**config.mk**
```make
export PLATFORM = sky130hd
export DESIGN_NAME = protobuf_message_field_extractor_core
export DESIGN_NICKNAME = d
export VERILOG_FILES = /design/src/pfe_pkg.sv /design/src/pfe_decoder.sv /design/src/pfe_out_buf.sv /design/src/protobuf_message_field_extractor_core.sv
export SDC_FILE = /design/constraint.sdc
export NUM_CORES = 1
export LEC_CHECK = 0
export ABC_AREA = 1
export BUFFER_PORTS_ARGS = -buffer_cell sky130_fd_sc_hd__buf_2
export CORE_UTILIZATION = 25
export DETAILED_ROUTE_END_ITERATION = 6
export PLACE_DENSITY = 0.45
export SKIP_CTS_REPAIR_TIMING = 1
export SLEW_MARGIN = 25
export SYNTH_ARGS = -nofsm -noshare
export SYNTH_HDL_FRONTEND = slang
export SYNTH_SLANG_ARGS = --single-unit
```
**constraint.sdc**
```tcl
create_clock -name clock -period 4.36 [get_ports clock]
set_input_delay 0.872 -clock clock [delete_from_list [all_inputs] [get_ports clock]]
set_output_delay 0.872 -clock clock [all_outputs]
set_load 0.005 [all_outputs]
```
**src/pfe_pkg.sv**
```systemverilog
package pfe_pkg;

   typedef enum logic [2:0] {
      O_TAG, O_VAL, O_LEN, O_SKIP, O_FIXED, O_NEST, O_FAIL
   } outer_phase_type;

   typedef enum logic [2:0] {
      I_IDLE, I_TAG, I_VAL, I_LEN, I_CAP, I_SKIP
   } inner_phase_type;

   typedef enum logic [1:0] {
      V_MORE, V_DONE, V_BAD
   } vstat_type;

   localparam logic [2:0] WT_VAR    = 3'd0;
   localparam logic [2:0] WT_FIX64  = 3'd1;
   localparam logic [2:0] WT_LEN    = 3'd2;
   localparam logic [2:0] WT_FIX32  = 3'd5;

   localparam logic [31:0] F_TYPE    = 32'd1;
   localparam logic [31:0] F_NESTED  = 32'd3;
   localparam logic [31:0] F_KEYACC  = 32'd3;
   localparam logic [31:0] F_VERSION = 32'd4;
   localparam logic [31:0] F_PUBKEY  = 32'd8;
   localparam logic [31:0] F_SIG     = 32'd9;

   localparam logic KIND_KEY     = 1'b0;
   localparam logic KIND_SUMMARY = 1'b1;

   typedef struct packed {
      logic [63:0] acc;
      logic [6:0]  shift;
      vstat_type   status;
   } vstep_type;

   typedef struct packed {
      logic        item_kind;
      logic        key_select;
      logic [6:0]  key_offset;
      logic [7:0]  key_byte;
      logic [31:0] message_type;
      logic        parse_failed;
      logic        nested_found;
      logic        key_accepted;
      logic        version_ok;
      logic [6:0]  public_key_length;
      logic [5:0]  signature_length;
      logic        last_of_run;
   } result_type;

   typedef struct packed {
      logic       key_valid;
      result_type key;
      logic       sum_valid;
      result_type sum;
   } result_pair_type;

   function automatic vstep_type varint_step(logic [63:0] acc, logic [6:0] shift,
                                             logic [7:0] b);
      vstep_type r;
      r.acc    = acc | ({57'd0, b[6:0]} << shift);
      r.shift  = shift;
      r.status = V_MORE;
      if (shift >= 7'd64) begin
         r.acc    = acc;
         r.status = V_BAD;
      end else if (!b[7]) begin
         r.status = V_DONE;
      end else begin
         r.shift = shift + 7'd7;
         if (r.shift >= 7'd64) r.status = V_BAD;
      end
      return r;
   endfunction

   function automatic logic [31:0] field_of(logic [63:0] tag);
      return tag[34:3];
   endfunction

endpackage

```
**src/pfe_decoder.sv**
```systemverilog
module pfe_decoder #(
   parameter int PUBLIC_KEY_CAP = 65,
   parameter int SIGNATURE_CAP  = 32
) (
   input  logic                     clock,
   input  logic                     reset,
   input  logic                     step,
   input  logic [7:0]               data_byte,
   input  logic                     end_of_message,
   output pfe_pkg::result_pair_type results
);

   pfe_pkg::outer_phase_type oph_ff, oph_in;
   pfe_pkg::inner_phase_type iph_ff, iph_in;
   logic [63:0] oacc_ff, oacc_in, otag_ff, otag_in;
   logic [6:0]  osh_ff, osh_in;
   logic [31:0] orem_ff, orem_in;
   logic [63:0] iacc_ff, iacc_in, itag_ff, itag_in;
   logic [6:0]  ish_ff, ish_in;
   logic [31:0] irem_ff, irem_in;
   logic [6:0]  coff_ff, coff_in;
   logic [31:0] type_ff, type_in;
   logic        nested_ff, nested_in, kacc_ff, kacc_in, vacc_ff, vacc_in;
   logic [6:0]  pklen_ff, pklen_in, siglen_ff, siglen_in;

   pfe_pkg::vstep_type ovs, ivs;
   logic [31:0] avail;
   logic        failed;

   always_comb begin
      oph_in = oph_ff; oacc_in = oacc_ff; otag_in = otag_ff; osh_in = osh_ff;
      orem_in = orem_ff;
      iph_in = iph_ff; iacc_in = iacc_ff; itag_in = itag_ff; ish_in = ish_ff;
      irem_in = irem_ff; coff_in = coff_ff;
      type_in = type_ff; nested_in = nested_ff; kacc_in = kacc_ff; vacc_in = vacc_ff;
      pklen_in = pklen_ff; siglen_in = siglen_ff;
      results = '0;
      ovs = pfe_pkg::varint_step(oacc_ff, osh_ff, data_byte);
      ivs = pfe_pkg::varint_step(iacc_ff, ish_ff, data_byte);
      avail = orem_ff - 32'd1;
      failed = 1'b0;

      case (oph_ff)
         pfe_pkg::O_TAG: begin
            oacc_in = ovs.acc; osh_in = ovs.shift;
            if (ovs.status == pfe_pkg::V_BAD) begin
               oph_in = pfe_pkg::O_FAIL;
            end else if (ovs.status == pfe_pkg::V_DONE) begin
               otag_in = ovs.acc; oacc_in = '0; osh_in = '0;
               case (ovs.acc[2:0])
                  pfe_pkg::WT_VAR: oph_in = pfe_pkg::O_VAL;
                  pfe_pkg::WT_LEN: oph_in = pfe_pkg::O_LEN;
                  pfe_pkg::WT_FIX32: begin
                     oph_in = pfe_pkg::O_FIXED; orem_in = 32'd4;
                  end
                  pfe_pkg::WT_FIX64: begin
                     oph_in = pfe_pkg::O_FIXED; orem_in = 32'd8;
                  end
                  default: oph_in = pfe_pkg::O_FAIL;
               endcase
            end
         end
         pfe_pkg::O_VAL: begin
            oacc_in = ovs.acc; osh_in = ovs.shift;
            if (ovs.status == pfe_pkg::V_BAD) begin
               oph_in = pfe_pkg::O_FAIL;
            end else if (ovs.status == pfe_pkg::V_DONE) begin
               if (pfe_pkg::field_of(otag_ff) == pfe_pkg::F_TYPE) type_in = ovs.acc[31:0];
               oacc_in = '0; osh_in = '0; oph_in = pfe_pkg::O_TAG;
            end
         end
         pfe_pkg::O_LEN: begin
            oacc_in = ovs.acc; osh_in = ovs.shift;
            if (ovs.status == pfe_pkg::V_BAD) begin
               oph_in = pfe_pkg::O_FAIL;
            end else if (ovs.status == pfe_pkg::V_DONE) begin
               oacc_in = '0; osh_in = '0;
               if (ovs.acc[63:32] != 32'd0) begin
                  oph_in = pfe_pkg::O_FAIL;
               end else begin
                  orem_in = ovs.acc[31:0];
                  if (pfe_pkg::field_of(otag_ff) == pfe_pkg::F_NESTED) begin
                     nested_in = 1'b1; iacc_in = '0; ish_in = '0;
                     iph_in = (ovs.acc != 64'd0) ? pfe_pkg::I_TAG : pfe_pkg::I_IDLE;
                     oph_in = (ovs.acc != 64'd0) ? pfe_pkg::O_NEST : pfe_pkg::O_TAG;
                  end else begin
                     oph_in = (ovs.acc != 64'd0) ? pfe_pkg::O_SKIP : pfe_pkg::O_TAG;
                  end
               end
            end
         end
         pfe_pkg::O_SKIP, pfe_pkg::O_FIXED: begin
            orem_in = orem_ff - 32'd1;
            if (orem_ff == 32'd1) oph_in = pfe_pkg::O_TAG;
         end
         pfe_pkg::O_NEST: begin
            case (iph_ff)
               pfe_pkg::I_TAG: begin
                  iacc_in = ivs.acc; ish_in = ivs.shift;
                  if (ivs.status == pfe_pkg::V_BAD) begin
                     iph_in = pfe_pkg::I_IDLE;
                  end else if (ivs.status == pfe_pkg::V_DONE) begin
                     itag_in = ivs.acc; iacc_in = '0; ish_in = '0;
                     case (ivs.acc[2:0])
                        pfe_pkg::WT_VAR: iph_in = pfe_pkg::I_VAL;
                        pfe_pkg::WT_LEN: iph_in = pfe_pkg::I_LEN;
                        pfe_pkg::WT_FIX32: begin
                           iph_in = pfe_pkg::I_SKIP; irem_in = 32'd4;
                        end
                        pfe_pkg::WT_FIX64: begin
                           iph_in = pfe_pkg::I_SKIP; irem_in = 32'd8;
                        end
                        default: iph_in = pfe_pkg::I_IDLE;
                     endcase
                  end
               end
               pfe_pkg::I_VAL: begin
                  iacc_in = ivs.acc; ish_in = ivs.shift;
                  if (ivs.status == pfe_pkg::V_BAD) begin
                     iph_in = pfe_pkg::I_IDLE;
                  end else if (ivs.status == pfe_pkg::V_DONE) begin
                     if (pfe_pkg::field_of(itag_ff) == pfe_pkg::F_KEYACC)
                        kacc_in = (ivs.acc != 64'd0);
                     else if (pfe_pkg::field_of(itag_ff) == pfe_pkg::F_VERSION)
                        vacc_in = (ivs.acc != 64'd0);
                     iacc_in = '0; ish_in = '0; iph_in = pfe_pkg::I_TAG;
                  end
               end
               pfe_pkg::I_LEN: begin
                  iacc_in = ivs.acc; ish_in = ivs.shift;
                  if (ivs.status == pfe_pkg::V_BAD) begin
                     iph_in = pfe_pkg::I_IDLE;
                  end else if (ivs.status == pfe_pkg::V_DONE) begin
                     iacc_in = '0; ish_in = '0;
                     if (ivs.acc > {32'd0, avail}) begin
                        iph_in = pfe_pkg::I_IDLE;
                     end else begin
                        if (pfe_pkg::field_of(itag_ff) == pfe_pkg::F_PUBKEY &&
                            ivs.acc <= 64'(PUBLIC_KEY_CAP)) begin
                           pklen_in = ivs.acc[6:0];
                           iph_in = (ivs.acc != 64'd0) ? pfe_pkg::I_CAP : pfe_pkg::I_TAG;
                        end else if (pfe_pkg::field_of(itag_ff) == pfe_pkg::F_SIG &&
                                     ivs.acc <= 64'(SIGNATURE_CAP)) begin
                           siglen_in = ivs.acc[6:0];
                           iph_in = (ivs.acc != 64'd0) ? pfe_pkg::I_CAP : pfe_pkg::I_TAG;
                        end else begin
                           iph_in = (ivs.acc != 64'd0) ? pfe_pkg::I_SKIP : pfe_pkg::I_TAG;
                        end
                        irem_in = ivs.acc[31:0];
                        coff_in = '0;
                     end
                  end
               end
               pfe_pkg::I_CAP: begin
                  results.key_valid      = 1'b1;
                  results.key.item_kind  = pfe_pkg::KIND_KEY;
                  results.key.key_select = (pfe_pkg::field_of(itag_ff) == pfe_pkg::F_SIG);
                  results.key.key_offset = coff_ff;
                  results.key.key_byte   = data_byte;
                  results.key.last_of_run = !end_of_message;
                  coff_in = coff_ff + 7'd1;
                  irem_in = irem_ff - 32'd1;
                  if (irem_ff == 32'd1) iph_in = pfe_pkg::I_TAG;
               end
               pfe_pkg::I_SKIP: begin
                  irem_in = irem_ff - 32'd1;
                  if (irem_ff == 32'd1) iph_in = pfe_pkg::I_TAG;
               end
               default: ;
            endcase
            orem_in = orem_ff - 32'd1;
            if (orem_ff == 32'd1) begin
               oph_in = pfe_pkg::O_TAG; iph_in = pfe_pkg::I_IDLE;
               iacc_in = '0; ish_in = '0; irem_in = '0;
            end
         end
         default: ;
      endcase

      if (end_of_message) begin
         failed = oph_in == pfe_pkg::O_FAIL || oph_in == pfe_pkg::O_VAL ||
                  oph_in == pfe_pkg::O_LEN || oph_in == pfe_pkg::O_SKIP ||
                  oph_in == pfe_pkg::O_NEST || (oph_in == pfe_pkg::O_TAG && osh_in != 7'd0);
         results.sum_valid = 1'b1;
         results.sum.item_kind = pfe_pkg::KIND_SUMMARY;
         results.sum.last_of_run = 1'b1;
         if (failed) begin
            results.sum.message_type = 32'hFFFF_FFFF;
            results.sum.parse_failed = 1'b1;
         end else begin
            results.sum.message_type      = type_in;
            results.sum.nested_found      = nested_in;
            results.sum.key_accepted      = kacc_in;
            results.sum.version_ok        = vacc_in;
            results.sum.public_key_length = pklen_in;
            results.sum.signature_length  = siglen_in[5:0];
         end
      end
   end

   always_ff @(posedge clock) begin
      if (reset || (step && end_of_message)) begin
         oph_ff <= pfe_pkg::O_TAG; oacc_ff <= '0; osh_ff <= '0; otag_ff <= '0;
         orem_ff <= '0;
         iph_ff <= pfe_pkg::I_IDLE; iacc_ff <= '0; ish_ff <= '0; itag_ff <= '0;
         irem_ff <= '0; coff_ff <= '0;
         type_ff <= 32'hFFFF_FFFF; nested_ff <= 1'b0; kacc_ff <= 1'b0;
         vacc_ff <= 1'b0; pklen_ff <= '0; siglen_ff <= '0;
      end else if (step) begin
         oph_ff <= oph_in; oacc_ff <= oacc_in; osh_ff <= osh_in; otag_ff <= otag_in;
         orem_ff <= orem_in;
         iph_ff <= iph_in; iacc_ff <= iacc_in; ish_ff <= ish_in; itag_ff <= itag_in;
         irem_ff <= irem_in; coff_ff <= coff_in;
         type_ff <= type_in; nested_ff <= nested_in; kacc_ff <= kacc_in;
         vacc_ff <= vacc_in; pklen_ff <= pklen_in; siglen_ff <= siglen_in;
      end
   end

endmodule

```
**src/pfe_out_buf.sv**
```systemverilog
module pfe_out_buf (
   input  logic                     clock,
   input  logic                     reset,
   input  logic                     load,
   input  pfe_pkg::result_pair_type results,
   output logic                     in_ready,
   output logic                     out_valid,
   input  logic                     out_ready,
   output pfe_pkg::result_type      out_item
);

   logic [1:0]          cnt_ff, cnt_in;
   pfe_pkg::result_type slot0_ff, slot0_in, slot1_ff, slot1_in;
   logic                take;

   assign out_valid = (cnt_ff != 2'd0);
   assign out_item  = slot0_ff;
   assign take      = out_valid && out_ready;
   assign in_ready  = (cnt_ff == 2'd0) || (cnt_ff == 2'd1 && out_ready);

   always_comb begin
      cnt_in = cnt_ff; slot0_in = slot0_ff; slot1_in = slot1_ff;
      if (take) begin
         cnt_in = cnt_ff - 2'd1;
         slot0_in = slot1_ff;
      end
      if (load) begin
         if (results.key_valid && results.sum_valid) begin
            slot0_in = results.key; slot1_in = results.sum; cnt_in = 2'd2;
         end else if (results.key_valid) begin
            slot0_in = results.key; cnt_in = 2'd1;
         end else if (results.sum_valid) begin
            slot0_in = results.sum; cnt_in = 2'd1;
         end
      end
   end

   always_ff @(posedge clock) begin
      if (reset) cnt_ff <= '0;
      else cnt_ff <= cnt_in;
      slot0_ff <= slot0_in;
      slot1_ff <= slot1_in;
   end

endmodule

```
**src/protobuf_message_field_extractor_core.sv**
```systemverilog
// Streaming protobuf field extractor.
// req channel: one message byte per word in req_tdata, req_tlast on the
// final byte of each message.
// rsp channel: captured public key / signature bytes (rsp_tuser[0] = 0,
// rsp_tuser[1] selects the field) and one summary word per message
// (rsp_tuser[0] = 1) with the type field, status flags and key lengths.
// rsp_tlast marks the last word caused by one request byte.
// Throughput: one byte per cycle while results are taken; a byte that yields
// a key byte and a summary together fills both result entries and stalls req.
// A byte's first result word shows on rsp in the cycle after it is accepted;
// the parse state and a two-entry result register sit between the channels.
// When rsp stalls, words hold in the result register and req_tready drops
// once the next byte could not be stored.
// Reset clears the parse state (type field -1) and drops pending results.
module protobuf_message_field_extractor_core #(
   parameter int PUBLIC_KEY_CAP = 65,
   parameter int SIGNATURE_CAP  = 32
) (
   input  logic        clock,
   input  logic        reset,
   input  logic        req_tvalid,
   output logic        req_tready,
   input  logic [7:0]  req_tdata,  // data_byte
   input  logic        req_tlast,  // end_of_message
   output logic        rsp_tvalid,
   input  logic        rsp_tready,
   // key_offset, key_byte, message_type, parse_failed, nested_found,
   // key_accepted, version_ok, public_key_length, signature_length
   output logic [63:0] rsp_tdata,
   output logic [1:0]  rsp_tuser,  // item_kind, key_select
   output logic        rsp_tlast   // last_of_run
);

   pfe_pkg::result_pair_type results;
   pfe_pkg::result_type      item;
   logic                     step;

   assign step = req_tvalid && req_tready;

   pfe_decoder #(
      .PUBLIC_KEY_CAP(PUBLIC_KEY_CAP),
      .SIGNATURE_CAP (SIGNATURE_CAP)
   ) u_decoder (
      .clock         (clock),
      .reset         (reset),
      .step          (step),
      .data_byte     (req_tdata),
      .end_of_message(req_tlast),
      .results       (results)
   );

   pfe_out_buf u_out_buf (
      .clock    (clock),
      .reset    (reset),
      .load     (step),
      .results  (results),
      .in_ready (req_tready),
      .out_valid(rsp_tvalid),
      .out_ready(rsp_tready),
      .out_item (item)
   );

   assign rsp_tdata = {item.signature_length, item.public_key_length,
                       item.version_ok, item.key_accepted, item.nested_found,
                       item.parse_failed, item.message_type, item.key_byte,
                       item.key_offset};
   assign rsp_tuser = {item.key_select, item.item_kind};
   assign rsp_tlast = item.last_of_run;

endmodule

```
==> metrics.cfg <==
[floorplan]
io_pins = 82
start_util_pct = 25.3
die_area_um2 = 101000
die_height_um = 318
num_rows = 115
core_um2 = 98700
die_w_um = 318

[grt]
grt_usage_pct = 17.4
gr-usage-met3_pct = 2.23
antenna_found_initial = 2
top_usage_layer = met1
first_global_vias = 22600
grt.met1_usage_pct = 26.4
grt_pass1_wl_mm = 138
grt_max_degree = 173
grt_util_met2_pct = 25.6
gr-total-overflow = 0

[sta]
rsz0062_at_grt = yes
finalHoldViolCount = 0
clock_skew_ps = 39.1
period_minus_slack_ps = 4110
clock.fmax_mhz = 243
finalCritPeriodShare_pct = 94.4
drv_slew = 0
relSlewSlack_pct = 31.2
worst_pin_slew_ps = 1030
final-setup-viol-count = 0

[worst_setup_path]
cpPeakStageDelay_ps = 330
crit-reg2reg-launch = u_decoder.orem_ff[0]
crit_cells = 28
r2r_cells = 28
crit_arrival_ps = 4690
crit_type = flop to flop
path_buf_inv = 6
cp_top_family = simple AND/OR/NAND/NOR gates
endpoint_kind = flop
cp_max_fo = 6
cpMaxStageDelayCell = dfxtp_2
cp_common_cell = nor2_4
cp.required_ps = 4940
critical_path.startpoint_type = flop
cp-startpoint = u_decoder.orem_ff[0]

[routing]
wl_mm = 90.5
drt_iter0_markers = 1944
ant_nets = 0
wl_per_cell_um = 17.4
vias_per_cell = 4.78
drcViolationCount = 0
drt_pre_antenna_iters = 6
vias = 24900

[placement]
place_inst = 5086
port_buffers = 81
place_congestion = 0.905
placed_area_um2 = 27700
hpwl_mm = 65.1

[pwr]
power_density_nw_per_um2 = 495
p_int_w = 0.00931
p_sw_share_pct = 37.2
ir_drop_uv = 379
leakagePower_nw = 13.6
p_comb_share_pct = 34.5
clkPwrFrac_pct = 32.7
p_sw_w = 0.00551
pwr-share-seq_pct = 32.8

[synthesis]
synth_area_leaders = dfxtp_1 32%, nand2_1 14%, inv_1 6.9%
yosys_warnings = 0
synthMostInstantiatedCell = nand2_1
synth-async-reset-ratio_pct = 0
netlist_area_um2 = 25000
ys_seq_elements = 450
synth_top_area_share_pct = 32.1
synthesis.nets = 3793
synthTopCellsByCount = 941 x nand2_1, 458 x inv_1, 400 x dfxtp_1
synth.largest_area_cell = dfxtp_1
synth-main-ff-cell = dfxtp_1
syn_avg_cell_area_um2 = 6.68
synth-edff-count = 50
ys_seq_area_share_pct = 38.1
yosysUniqueCellTypes = 61
synth_cells = 3740

[cts]
cts_root_buf = clkbuf_16
clockBufferDepth = 3
htreeDepth = 2
cts_tree = done
clk_pin_slew_worst_paths_ps = 60
numCtsBuffers = 53
clk_latency_ps = 630
cts.sinks = 450

[finish]
nets = 3920
drive_gt1_share_pct = 13.8
layout-area-overhead-vs-synth_pct = 20.0
postLayoutCellArea_um2 = 30000
fillCellCount = 10900
fin_cells = 5199

[flow_run]
cap_viol_max_count = 0

[status]
outcome = finished clean

[worst_hold_path]
hold_path_class = input pin to flop
min_from = reset
hold_path_depth = 2

==> cell families (layout without fill, tap and decap cells) <==
family	Yosys count	in the layout	share of synthesized area [%]
simple gates	1835	1836	31.7
compound gates	690	690	15.6
buf+inv	670	840	10.6
flops	450	450	38.1
fa+ha+maj	40	40	2.00
xor+xnor	40	40	1.40
mux	15	15	0.606
other cells	0	1	0
==> power groups by stage <==
stage	combinational, W	sequential (W)	clock, W
floorplan	0.00299	0.00489	0
global placement	0.00479	0.00494	0
detailed placement	0.00479	0.00495	0
CTS	0.00481	0.00486	0.00499
global route	0.00567	0.00491	0.00514
finish	0.00511	0.00486	0.00485
==> flip-flops by register name (all words and copies together) (netlist names), 32 cells and up <==
signal,cells
u_decoder.orem_ff,32
u_decoder.oacc_ff,64
u_out_buf.out_item,67
u_decoder.type_ff,32
u_out_buf.slot1_ff,50
u_decoder.otag_ff,32
u_decoder.irem_ff,32
u_decoder.iacc_ff,64
u_decoder.itag_ff,32
==> worst reg2reg max path, delay by kind of cell (launching register included) <==
kind | cells | cell delay (ps)
and+or+nand+nor | 18 | 2430
AOI/OAI and AO/OA | 1 | 160
xor gates and xnor gates | 1 | 170
DFF | 1 | 330
buffers and inverters | 6 | 540
adders and majority gates | 2 | 420
==> per-layer routing <==
metal | part of all wire (%) | wire (um)
met4 | 2.0 | 1820
met3 | 5.8 | 5280
met5 | 0 | 0
met2 | 42 | 37800
met1 | 50 | 45700
==> path summary, 6_finish.rpt <==
path / endpoint / slack [ps]
worst max-delay path: u_out_buf.out_item[6] / 250
worst min-delay path: u_out_buf.cnt_ff[1] / 440
worst max register to register: u_out_buf.out_item[6] / 250
worst min register to register: u_decoder.iacc_ff[10] / 440
==> cell type report <==
type	count	area [um^2]	area share [%]
antenna	1	2.50	0.00835
clock buffer	74	1480	4.92
clock inverter	25	397	1.32
inverter	475	1800	6.00
multi-input combinational	2621	13200	44.1
sequential	450	9520	31.8
tap	1287	1610	5.37
timing repair buffer	266	1950	6.52
==> cells in the final DEF (no fill, tap or decap), drive strengths merged, types with 3 or more instances in the layout <==
cell type	count
nand2	954
inv	472
dfxtp	400
nor2	390
a21oi	328
nand3	300
buf	265
o21ai	194
nand4	84
clkbuf	75
a211oi	60
edfxtp	50
nor3	43
or2	40
ha	40
xor2	26
o211ai	20
a31oi	19
o22ai	18
clkinv	17
xnor2	14
mux2i	14
a221oi	13
nor4	13
o21bai	10
bufinv	9
a22oi	9
o21a	5
nor3b	5
nand3b	3
and2	3
==> through the flow <==
stage	total power (W)	hold slack [ps]	utilization [%]	setup slack (ps)	TNS, ps
3_5_place_dp	0.00974	440	28.0	46.6	0
6_report	0.0148	435	30.4	245	0
2_1_floorplan	0.00787	426	-	429	0
3_3_place_gp	0.00974	434	28.0	71.2	0
4_1_cts	0.0147	388	29.9	30.8	0
5_1_grt	0.0157	436	30.4	-31.7	-65.7
(Power assumes the default switching activity.)
